### src/sv/bcq_pkg.sv
`timescale 1ns / 1ps
`default_nettype none

package bcq_pkg;

  // store geometry
  localparam int STORE_DEPTH = 64;
  localparam int ADDR_W      = $clog2(STORE_DEPTH);
  localparam int IDX_W       = $clog2(STORE_DEPTH + 1);

  // opcodes
  localparam logic [7:0] OPC_F = 8'h46;
  localparam logic [7:0] OPC_D = 8'h44;
  localparam logic [7:0] OPC_M = 8'h4D;
  localparam logic [7:0] OPC_S = 8'h73;

  // operation codes
  localparam logic [1:0] OP_RECEIVE  = 2'd0;
  localparam logic [1:0] OP_READ     = 2'd1;
  localparam logic [1:0] OP_INVAL    = 2'd2;
  localparam logic [1:0] OP_VALIDATE = 2'd3;

  // control codes carried after an M opcode
  localparam logic [15:0] CC_RESET_A    = 16'd1;
  localparam logic [15:0] CC_START      = 16'd2;
  localparam logic [15:0] CC_COMMIT     = 16'd3;
  localparam logic [15:0] CC_END        = 16'd4;
  localparam logic [15:0] CC_RESET_B    = 16'd7;
  localparam logic [15:0] CC_COND_RESET = 16'd8;

  // reply payloads
  localparam logic [15:0] RPL_COMMIT = 16'd5;
  localparam logic [15:0] RPL_OK     = 16'd1;
  localparam logic [15:0] RPL_RESET  = 16'd0;

  typedef struct packed {
    logic [1:0]         operation;
    logic [7:0]         msg_opcode;
    logic signed [15:0] msg_payload;
    logic signed [15:0] distance;
  } cmd_t;

  typedef struct packed {
    logic               reply_valid;
    logic [7:0]         reply_opcode;
    logic signed [15:0] reply_payload;
    logic               read_valid;
    logic [7:0]         read_opcode;
    logic signed [15:0] read_payload;
    logic [7:0]         next_opcode;
    logic               overflow;
  } res_t;

  // controller to datapath
  typedef struct packed {
    logic latch;
    logic exec;
    logic scan_rd;
    logic scan_chk;
  } ctl_t;

  // datapath to controller
  typedef struct packed {
    logic scan_go;
    logic scan_stop;
  } sts_t;

endpackage

`default_nettype wire

### src/sv/batched_command_queue_rollback.sv
`timescale 1ns / 1ps
`default_nettype none

// Batched command queue with rollback.
// Input channel: a command beat (operation, opcode, payload, distance) on
// 'command' is taken at a rising edge where start is high and busy is low.
// Output channel: one result beat per command, shown on 'result' for exactly
// one cycle while done is high; the receiver has to take it then.
// Sequence: the accepting edge moves the controller into EXEC, then SETTLE,
// then OUT, in which the result is shown. An invalidate with a nonzero head
// walks the store backward from the head between EXEC and SETTLE, with one
// store read state and one check state per entry, up to the store depth.
// A new command may be accepted in the cycle that shows the previous result,
// not before it. The SETTLE state is there for the single-port store read
// that follows each update to fetch the new head.
// Reset (rst, synchronous, active high) empties the queue: head, tail and
// both counts go to zero, batching off, store marked valid. Store contents
// are not cleared; entries are defined once written.
module batched_command_queue_rollback (
  input  wire logic          clk,
  input  wire logic          rst,
  input  wire logic          start,
  input  wire bcq_pkg::cmd_t command,
  output logic               busy,
  output logic               done,
  output bcq_pkg::res_t      result
);
  import bcq_pkg::*;

  ctl_t ctl;
  sts_t sts;

  bcq_ctrl u_ctrl (
    .clk   (clk),
    .rst   (rst),
    .start (start),
    .sts   (sts),
    .ctl   (ctl),
    .busy  (busy),
    .done  (done)
  );

  bcq_dpath u_dpath (
    .clk     (clk),
    .rst     (rst),
    .command (command),
    .ctl     (ctl),
    .sts     (sts),
    .result  (result)
  );

endmodule

`default_nettype wire

### src/sv/bcq_ctrl.sv
`timescale 1ns / 1ps
`default_nettype none

module bcq_ctrl (
  input  wire logic          clk,
  input  wire logic          rst,
  input  wire logic          start,
  input  wire bcq_pkg::sts_t sts,
  output bcq_pkg::ctl_t      ctl,
  output logic               busy,
  output logic               done
);
  import bcq_pkg::*;

  typedef enum logic [5:0] {
    ST_IDLE     = 6'b000001,
    ST_EXEC     = 6'b000010,
    ST_SCAN_RD  = 6'b000100,
    ST_SCAN_CHK = 6'b001000,
    ST_SETTLE   = 6'b010000,
    ST_OUT      = 6'b100000
  } state_t;

  state_t state;
  state_t state_next;
  logic   open_slot;

  // a new beat may enter while idle or while the result is shown
  assign open_slot = (state == ST_IDLE) || (state == ST_OUT);
  assign busy      = !open_slot;
  assign done      = (state == ST_OUT);

  assign ctl.latch    = open_slot && start;
  assign ctl.exec     = (state == ST_EXEC);
  assign ctl.scan_rd  = (state == ST_SCAN_RD);
  assign ctl.scan_chk = (state == ST_SCAN_CHK);

  // sequencing
  always_comb begin
    state_next = state;
    case (state)
      ST_IDLE, ST_OUT: begin
        state_next = start ? ST_EXEC : ST_IDLE;
      end
      ST_EXEC: begin
        state_next = sts.scan_go ? ST_SCAN_RD : ST_SETTLE;
      end
      ST_SCAN_RD: begin
        state_next = ST_SCAN_CHK;
      end
      ST_SCAN_CHK: begin
        state_next = sts.scan_stop ? ST_SETTLE : ST_SCAN_RD;
      end
      ST_SETTLE: begin
        state_next = ST_OUT;
      end
      default: begin
        state_next = ST_IDLE;
      end
    endcase
  end

  always_ff @(posedge clk) begin
    if (rst) begin
      state <= ST_IDLE;
    end else begin
      state <= state_next;
    end
  end

endmodule

`default_nettype wire

### src/sv/bcq_dpath.sv
`timescale 1ns / 1ps
`default_nettype none

module bcq_dpath (
  input  wire logic          clk,
  input  wire logic          rst,
  input  wire bcq_pkg::cmd_t command,
  input  wire bcq_pkg::ctl_t ctl,
  output bcq_pkg::sts_t      sts,
  output bcq_pkg::res_t      result
);
  import bcq_pkg::*;

  // command store
  logic [23:0] mem [STORE_DEPTH];
  logic [23:0] rd_data;
  logic [ADDR_W-1:0] rd_addr;
  logic [ADDR_W-1:0] wr_addr;
  logic [23:0] wr_data;
  logic        wr_en;

  // latched beat
  cmd_t cmd_q;

  // queue state
  logic [IDX_W-1:0]  head;
  logic [IDX_W-1:0]  tail;
  logic [IDX_W-1:0]  committed;
  logic [IDX_W-1:0]  pending;
  logic              in_batch;
  logic              store_valid;
  logic [ADDR_W-1:0] scan;

  // result registers
  logic        rv;
  logic [7:0]  rop;
  logic [15:0] rpl;
  logic        dv;
  logic [7:0]  dop;
  logic [15:0] dpl;
  logic        ovf;

  logic        is_ctrl;
  logic        has_room;
  logic        can_pop;
  logic [7:0]  rd_opc;
  logic        rd_is_f;
  logic [15:0] roll_pl;
  logic [IDX_W-1:0] head_dec;

  assign is_ctrl  = (cmd_q.msg_opcode == OPC_M);
  assign has_room = (tail != IDX_W'(STORE_DEPTH));
  assign can_pop  = store_valid && (committed != '0) && (head < IDX_W'(STORE_DEPTH));
  assign rd_opc   = rd_data[7:0];
  assign rd_is_f  = (rd_opc == OPC_F);
  assign roll_pl  = rd_data[23:8] - $unsigned(cmd_q.distance);
  assign head_dec = head - IDX_W'(1);

  // status to the controller
  assign sts.scan_go   = (cmd_q.operation == OP_INVAL) && (head != '0);
  assign sts.scan_stop = rd_is_f || (rd_opc == OPC_D) || (scan == '0);

  // store port selection
  assign rd_addr = ctl.scan_rd ? scan : head[ADDR_W-1:0];

  always_comb begin
    wr_en   = 1'b0;
    wr_addr = tail[ADDR_W-1:0];
    wr_data = {$unsigned(cmd_q.msg_payload), cmd_q.msg_opcode};
    if (ctl.exec && (cmd_q.operation == OP_RECEIVE) && !is_ctrl && has_room) begin
      wr_en = 1'b1;
    end else if (ctl.scan_chk && rd_is_f) begin
      wr_en   = 1'b1;
      wr_addr = head_dec[ADDR_W-1:0];
      wr_data = {roll_pl, OPC_F};
    end
  end

  always_ff @(posedge clk) begin
    if (wr_en) begin
      mem[wr_addr] <= wr_data;
    end
    rd_data <= mem[rd_addr];
  end

  // beat capture and result registers
  always_ff @(posedge clk) begin
    if (ctl.latch) begin
      cmd_q <= command;
      rv    <= 1'b0;
      rop   <= '0;
      rpl   <= '0;
      dv    <= 1'b0;
      dop   <= '0;
      dpl   <= '0;
      ovf   <= 1'b0;
    end else if (ctl.exec) begin
      case (cmd_q.operation)
        OP_RECEIVE: begin
          if (is_ctrl) begin
            if ($unsigned(cmd_q.msg_payload) == CC_COMMIT) begin
              rv  <= 1'b1;
              rop <= OPC_M;
              rpl <= RPL_COMMIT;
            end else if ($unsigned(cmd_q.msg_payload) == CC_COND_RESET) begin
              rv  <= 1'b1;
              rop <= OPC_S;
              rpl <= store_valid ? RPL_OK : RPL_RESET;
            end
          end else if (!has_room) begin
            ovf <= 1'b1;
          end
        end
        OP_READ: begin
          if (can_pop) begin
            dv  <= 1'b1;
            dop <= rd_data[7:0];
            dpl <= rd_data[23:8];
          end
        end
        default: begin
        end
      endcase
    end
  end

  // queue state update
  always_ff @(posedge clk) begin
    if (rst) begin
      head        <= '0;
      tail        <= '0;
      committed   <= '0;
      pending     <= '0;
      in_batch    <= 1'b0;
      store_valid <= 1'b1;
      scan        <= '0;
    end else if (ctl.exec) begin
      case (cmd_q.operation)
        OP_RECEIVE: begin
          if (is_ctrl) begin
            case ($unsigned(cmd_q.msg_payload))
              CC_START: begin
                in_batch <= 1'b1;
                pending  <= '0;
              end
              CC_COMMIT: begin
                in_batch  <= 1'b1;
                committed <= committed + pending;
                pending   <= '0;
              end
              CC_END: begin
                in_batch  <= 1'b0;
                committed <= committed + pending;
                pending   <= '0;
              end
              CC_COND_RESET: begin
                if (!store_valid) begin
                  head        <= '0;
                  tail        <= '0;
                  committed   <= '0;
                  pending     <= '0;
                  in_batch    <= 1'b0;
                  store_valid <= 1'b1;
                end
              end
              CC_RESET_A, CC_RESET_B: begin
                head        <= '0;
                tail        <= '0;
                committed   <= '0;
                pending     <= '0;
                in_batch    <= 1'b0;
                store_valid <= 1'b1;
              end
              default: begin
              end
            endcase
          end else if (has_room) begin
            tail <= tail + IDX_W'(1);
            if (in_batch) begin
              pending <= pending + IDX_W'(1);
            end else begin
              committed <= committed + IDX_W'(1);
            end
          end
        end
        OP_READ: begin
          if (can_pop) begin
            head      <= head + IDX_W'(1);
            committed <= committed - IDX_W'(1);
          end
        end
        OP_INVAL: begin
          store_valid <= 1'b0;
          scan        <= head_dec[ADDR_W-1:0];
        end
        default: begin
          store_valid <= 1'b1;
        end
      endcase
    end else if (ctl.scan_chk) begin
      // backward search: forward entry found, roll back in front of the head
      if (rd_is_f) begin
        head      <= head_dec;
        committed <= committed + IDX_W'(1);
      end else if (!sts.scan_stop) begin
        scan <= scan - ADDR_W'(1);
      end
    end
  end

  // result beat
  always_comb begin
    result.reply_valid   = rv;
    result.reply_opcode  = rop;
    result.reply_payload = $signed(rpl);
    result.read_valid    = dv;
    result.read_opcode   = dop;
    result.read_payload  = $signed(dpl);
    result.next_opcode   = can_pop ? rd_opc : 8'h00;
    result.overflow      = ovf;
  end

endmodule

`default_nettype wire

### config.mk
export PLATFORM = sky130hd
export DESIGN_NAME = batched_command_queue_rollback
export DESIGN_NICKNAME = d
export VERILOG_FILES = /design/src/sv/bcq_pkg.sv /design/src/sv/batched_command_queue_rollback.sv /design/src/sv/bcq_ctrl.sv /design/src/sv/bcq_dpath.sv
export SDC_FILE = /design/constraint.sdc
export NUM_CORES = 2
export LEC_CHECK = 0
export ABC_CLOCK_PERIOD_IN_PS = 6800
export BUFFER_PORTS_ARGS = -buffer_cell sky130_fd_sc_hd__buf_2
export CAP_MARGIN = 0
export CORE_MARGIN = 5
export CORE_UTILIZATION = 25
export CTS_CLUSTER_DIAMETER = 80
export DETAILED_ROUTE_END_ITERATION = 8
export GPL_ROUTABILITY_DRIVEN = 0
export GPL_TIMING_DRIVEN = 0
export SLEW_MARGIN = 0
export SYNTH_ARGS = -nofsm -noshare
export SYNTH_HDL_FRONTEND = slang
export SYNTH_SLANG_ARGS = --single-unit
### constraint.sdc
create_clock -name clk -period 6.8 [get_ports clk]
set_input_delay 1.02 -clock clk [delete_from_list [all_inputs] [get_ports clk]]
set_output_delay 1.02 -clock clk [all_outputs]
set_load 0.05 [all_outputs]
### Word level (Yosys, flattened, before mapping)

Memories as Yosys holds them, arrays and structs flattened. A register that Yosys moved wholly into a read port is not among the register bits.
Cells that the tools add are included.

| word-level totals | value |
|---|---|
| register bits | 135 |
| memory bits (writable) | 1,536 |
| input port bits | 45 |
| logic and storage cells | 163 |
| memories | 1 |

Memories:

| name | words | bits a word | rd ports | clocked after memory_dff | write ports | line | source |
|---|---|---|---|---|---|---|---|
| u_dpath.mem | 64 | 24 | 1 | 1 | 1 | bcq_dpath.sv:15 | `logic [23:0] mem [STORE_DEPTH];` |

| cells by class | value |
|---|---|
| add/subtract/negate cells | 9 |
| $lt $le $gt $ge | 1 |
| eq/ne operators | 36 |
| muxes and demuxes | 54 |
| bitwise logic cells | 3 |
| reduce and logical (&&, ||, !) cells | 40 |

Operator list:

| kind | count |
|---|---|
| $mux W7 | 18 |
| $pmux W7 S2 | 4 |
| $mux W24 | 2 |
| $mux W6 | 8 |
| $eq A16 B2 Y1 const B | 2 |
| $eq A16 B3 Y1 const B | 2 |
| $mux W16 | 2 |
| $pmux W6 S5 | 1 |
| $add A7 B1 Y7 const B | 4 |
| $eq A8 B7 Y1 const B | 3 |
| $mux W8 | 3 |
| $pmux W7 S3 | 1 |
| $ne A3 B3 Y1 const B | 6 |
| $eq A16 B1 Y1 const B | 1 |
| $eq A16 B4 Y1 const B | 1 |
| $ne A4 B4 Y1 const B | 4 |
| $reduce_and A4 Y1 | 4 |
| $sub A16 B16 Y16 | 1 |
| $reduce_bool A7 Y1 | 2 |
| $sub A7 B1 Y7 const B | 2 |
| $mux W1 | 10 |
| $mux W5 | 2 |
| $reduce_and A5 Y1 | 2 |
| $reduce_bool A2 Y1 | 5 |
| other kinds (32) | 53 |

### Depth between registers and ports, before layout

| logic depth | value |
|---|---|
| word-level depth | 7 |
| depth in mapped cells | 14 |
| mapped depth without buffers | 11 |

### Hierarchy

Synthesis repeated with hierarchy kept, for this count alone.

| second synthesis, totals | value |
|---|---|
| cell total of the unflattened synthesis | 5,359 |
| area total of the unflattened synthesis | 66,931.7 µm² |

Modules (own cells, without submodules):

| module | times used | cells each | area an instance (µm²) | sequential area each (µm²) |
|---|---|---|---|---|
| bcq_dpath | 1 | 5,321 | 66,605.1 | 49,187.2 |
| bcq_ctrl | 1 | 38 | 326.6 | 120.1 |

### Worst setup path after synthesis

OpenSTA, ideal clock, no wires.

| path | value |
|---|---|
| path kind | reg-to-reg |
| start | register u_ctrl.state[0] |
| end | memory u_dpath.mem[0][14], data pin |
| data arrival time | 4,672 ps |
| data required time | 6,081 ps |
| setup slack | 1,409 ps |
| stages on the path, launching flop included | 9 |
| period minus slack after synthesis | 5,391 ps |
| cells stage by stage | dfxtp_1 buf_6 or4_1 buf_6 nor2_1 nand3_1 clkbuf_1 clkbuf_1 o31ai_1 |

| between the ends | value |
|---|---|
| longest elaborated chain between the ends | 5 |

RTL lines:

| what | line | source |
|---|---|---|
| start: declaration | bcq_ctrl.sv:24 | `state_t state;` |
| start signal: assignment | bcq_ctrl.sv:67 | `state <= state_next;` |
| $eq A6 B2 Y1 | bcq_ctrl.sv:34 | `assign ctl.exec = (state == ST_EXEC);` |
| $logic_and A1 B1 Y1 (3 in series) | bcq_dpath.sv:70 | `if (ctl.exec && (cmd_q.operation == OP_RECEIVE) && !is_ctrl && has_room) begin` |
| $mux W24 * | bcq_dpath.sv:70 |  |
| via u_dpath.wr_data[14] | bcq_dpath.sv:19 | `logic [23:0] wr_data;` |
| end: declaration | bcq_dpath.sv:15 |  |

The timed path passes the listed nets; every way through them passes the cells marked *.

### Worst setup path after layout

| path | value |
|---|---|
| start | register u_ctrl.state[1] |
| end | register u_dpath.rd_data[0] (read register of u_dpath.mem) |

| between the ends | value |
|---|---|
| longest elaborated chain between the ends | 2 |

RTL lines:

| what | line | source |
|---|---|---|
| $eq A6 B3 Y1 | bcq_ctrl.sv:35 | `assign ctl.scan_rd = (state == ST_SCAN_RD);` |
| $mux W6 | bcq_dpath.sv:64 | `assign rd_addr = ctl.scan_rd ? scan : head[ADDR_W-1:0];` |
| end: declaration | bcq_dpath.sv:16 | `logic [23:0] rd_data;` |

No other way between the ends.
A chain may end at the register's enable or synchronous reset.

==> results.md <==
* FF-to-FF setup slack at 1.25 ns
* Vias in the first global route at 41038
* ANT nets after route at 0
* DR vias/cell at 4.93
* First-pass GRT wire length at 294 mm
* Area Growth Syn to Fin at 18.0%
* CTS Buffer Depth at 3
* Worst setup path endpoint: u_dpath.rd_data[0]
* Resized Gates After CTS at 0
* Worst-path clk slew at 0.06 ns
* Tot GR Track Use at 14.3%
* Largest stage delay on the critical path at 1.07 ns
* Post CTS Setup Buffer Count at 0
* Final worst-path setup slack at 1.25 ns
* CP Class: reg -> reg
* Die ar. at 279000 sq um
* Part of the power in registers at 54.2%
* Worst Setup SP: u_ctrl.state[1]
* Status: complete, no violations
* Worst Skew at 0.0357 ns
* Port Buf Inserts at 89
* Sequential area share after synthesis at 73.4%
* Setup WS pre-CTS at 1.51 ns
* Fill cell count at 26496
* Main synth FF type: edfxtp_1
* CTS tree: done
* Largest net degree at the start of global routing at 65
* Drt first pass iters at 7
* Final setup viols at 0
* Core area at 268000 sq um
* Post-synthesis cell count at 4705
* Slowest cell on the critical path: nand4b_1
* Worst-path cell chain: buf_4 -> nor4_4 -> nand4b_1 -> nand2_1 -> buf_2 -> buf_2 -> clkbuf_1 -> nand2_1 -> a31oi_1 -> nor3_1 -> nand4_1
* Pwr Total at 21100 uW
* Maximum clock rate at 180 MHz
* Layout Cells excl Fill at 8752
* Die Ht at 529 microns
* Worst skew pair latency at 0.82 ns
* Initial Util at 25.1%
* RSZ-0062 raised after global routing: no
* Clock power share at 41.5%
* Worst Reg-to-Reg Cells at 11
* Max-cap viol count at 0
* Syn. warnings at 0
* Initial drt markers at 6046
* I/O pins at 106
* Ratio of cells with drive above 1 in the final layout at 13.2%
* Reg-to-reg critical path startpoint: u_ctrl.state[1]
* Worst min path class: in -> reg
* Switching portion of total power at 22.2%
* Max rail drop VDD at 0.269 mV
* Initial antenna violation count at 10
* Fin. Hold Viols at 0
* Nets at 5136
* Flip-flop and latch count after synthesis at 1674
* Clock buffer count from CTS at 167
* Global route total overflow at 0
* Wire per inst at 23.7 microns
* Detailed Route WL at 207 mm
* # hold bufs at CTS at 0
* Final worst path period share at 81.6%
* Minimum hold slack at 0.394 ns
* Area after DPL at 74200 sq um
* H-tree levels at 4
* Row Count at 190
* Vias at 43131
* Crit end category: flop
* Async SR Flop Fraction at 0%
* Pleak at 0.0246 uW
* Die Wd at 529 microns
* Drt drc at 0
* Rel. slew slack at 12.9%
* Half-perimeter wire length after placement at 145 mm
* Final worst path period need at 5.55 ns
* Clock Tree Root: clkbuf_16
* Arrival time at the worst endpoint at 6.21 ns
* Startpoint Class: flop
* Post-Syn Area per Cell at 14.3 sq um
* Measured slew at the worst slew-check pin at 1.29 ns
* Mapped Area at 67200 sq um
* Placed cell count at 8441
* CTS sink cnt at 1674
* Fin area at 79300 sq um
* Worst Path Max Fanout at 10
* Internal power at 16400 uW
* Post-synthesis cell type count at 79
* Combinational share of power at 4.2%
* Pins Over Slew Limit at 0
* Cell Pwr Density at 265 nW/um^2
* CP required at 7.46 ns
* R2r endpoint: u_dpath.rd_data[0]
* Number of synthesized flops with an enable pin at 1578
* P_sw at 4670 uW
layer usage:
metal / vias up / share of wire [%] / track usage [%]
met3: 391 / 9.9 / 2.79
met4: 2 / 4.4 / 6.17
met2: 2300 / 45 / 22.2
met1: 21747 / 41 / 19.4
met5: - / 0.0063 / 0
li1: 18691 / - / -
area by class of cell:
class / count / area (sq um) / share of cell area [%]
Multi-Input combinational cell: 2682 / 16800 / 21.1
Clock inverter: 89 / 658 / 0.830
Clock buffer: 215 / 4420 / 5.58
Timing Repair Buffer: 170 / 2010 / 2.53
Sequential cell: 1674 / 49300 / 62.2
Buffer: 323 / 1550 / 1.95
Antenna cell: 7 / 17.5 / 0.0221
Tap cell: 3552 / 4440 / 5.60
Inverter: 40 / 150 / 0.189
Yosys cell counts, types with 30 or more instances:
cell type	count	area share, %
a211oi_1	30	0.34
a21oi_1	261	1.9
a222oi_1	48	0.71
a22oi_1	201	2.2
a311oi_1	30	0.39
a31oi_1	127	1.2
and3_1	105	0.98
buf_2	94	0.70
buf_4	44	0.49
clkbuf_1	160	0.89
dfxtp_1	96	2.9
edfxtp_1	1578	71
ha_1	31	0.58
inv_1	40	0.22
mux2i_1	290	4.3
nand2_1	867	4.8
nand3_1	88	0.66
nand4_1	32	0.30
nor2_1	135	0.75
nor3_1	44	0.33
o21ai_0	73	0.54
per-stage QoR:
step / utilization [%] / setup TNS [ns]
after floorplan: - / 0
after detailed placement: 27.7 / 0
final: 29.6 / 0
after global routing: 29.6 / 0
after CTS: 29.6 / 0
after global placement: 26.9 / -4066.92
power groups by stage:
stage,sequential (uW),clock [uW],combinational [uW]
2_1_floorplan,11600,0,410
3_3_place_gp,11700,0,735
3_5_place_dp,11600,0,871
4_1_cts,11400,8820,875
5_1_grt,11400,9260,930
6_report,11400,8740,890
flip-flops by register name, indices dropped and copies added (netlist names), 3 cells and up:
name	cells
u_dpath.dop	8
u_ctrl.state	6
u_dpath.head	7
u_dpath.mem	1536
u_dpath.cmd_q	42
u_dpath.dpl	16
u_dpath.rd_data	24
u_dpath.scan	6
u_dpath.tail	7
u_dpath.committed	7
u_dpath.rop	3
u_dpath.pending	7
cells by family after synthesis:
group / synth area share (%)
flops: 73.4
xor+xnor: 0.456
compound gates: 9.46
mux: 4.72
fa+ha+maj: 0.637
other cells: 0.00558
simple gates: 8.83
buf+inv: 2.53
cell usage in the layout (no fill, tap or decap), types with 32 or more instances in the layout:
cell type / instances
a21oi_1: 261
a222oi_1: 48
a22oi_1: 201
a31oi_1: 127
and3_1: 105
buf_2: 183
buf_4: 44
buf_8: 35
clkbuf_1: 204
clkbuf_16: 170
clkinv_1: 36
dfxtp_1: 96
edfxtp_1: 1578
inv_1: 40
mux2i_1: 290
nand2_1: 867
nand3_1: 88
nand4_1: 32
nor2_1: 71
nor2_2: 42
nor3_1: 44
o21ai_0: 59
worst min-delay path by stage:
| stage | from | endpoint | cells past startpoint |
|---|---|---|---|
| floorplan | u_dpath.rd_data[8] | u_dpath.dpl[0] | 2 |
| global placement | u_dpath.dop[6] | u_dpath.dop[6] | 2 |
| detailed placement | u_dpath.dop[3] | u_dpath.dop[3] | 2 |
| CTS | command[41] | u_dpath.cmd_q[41] | 1 |
| global route | command[9] | u_dpath.cmd_q[9] | 1 |
| finish | command[7] | u_dpath.cmd_q[7] | 1 |
worst max-delay path, delay by kind of cell, from the launching register on:
family / cells / cell delay [ns]
simple gates: 6 / 3.02
flops: 1 / 0.30
compound gates: 1 / 0.22
buf+inv: 4 / 1.81
(Power assumes the default switching activity.)
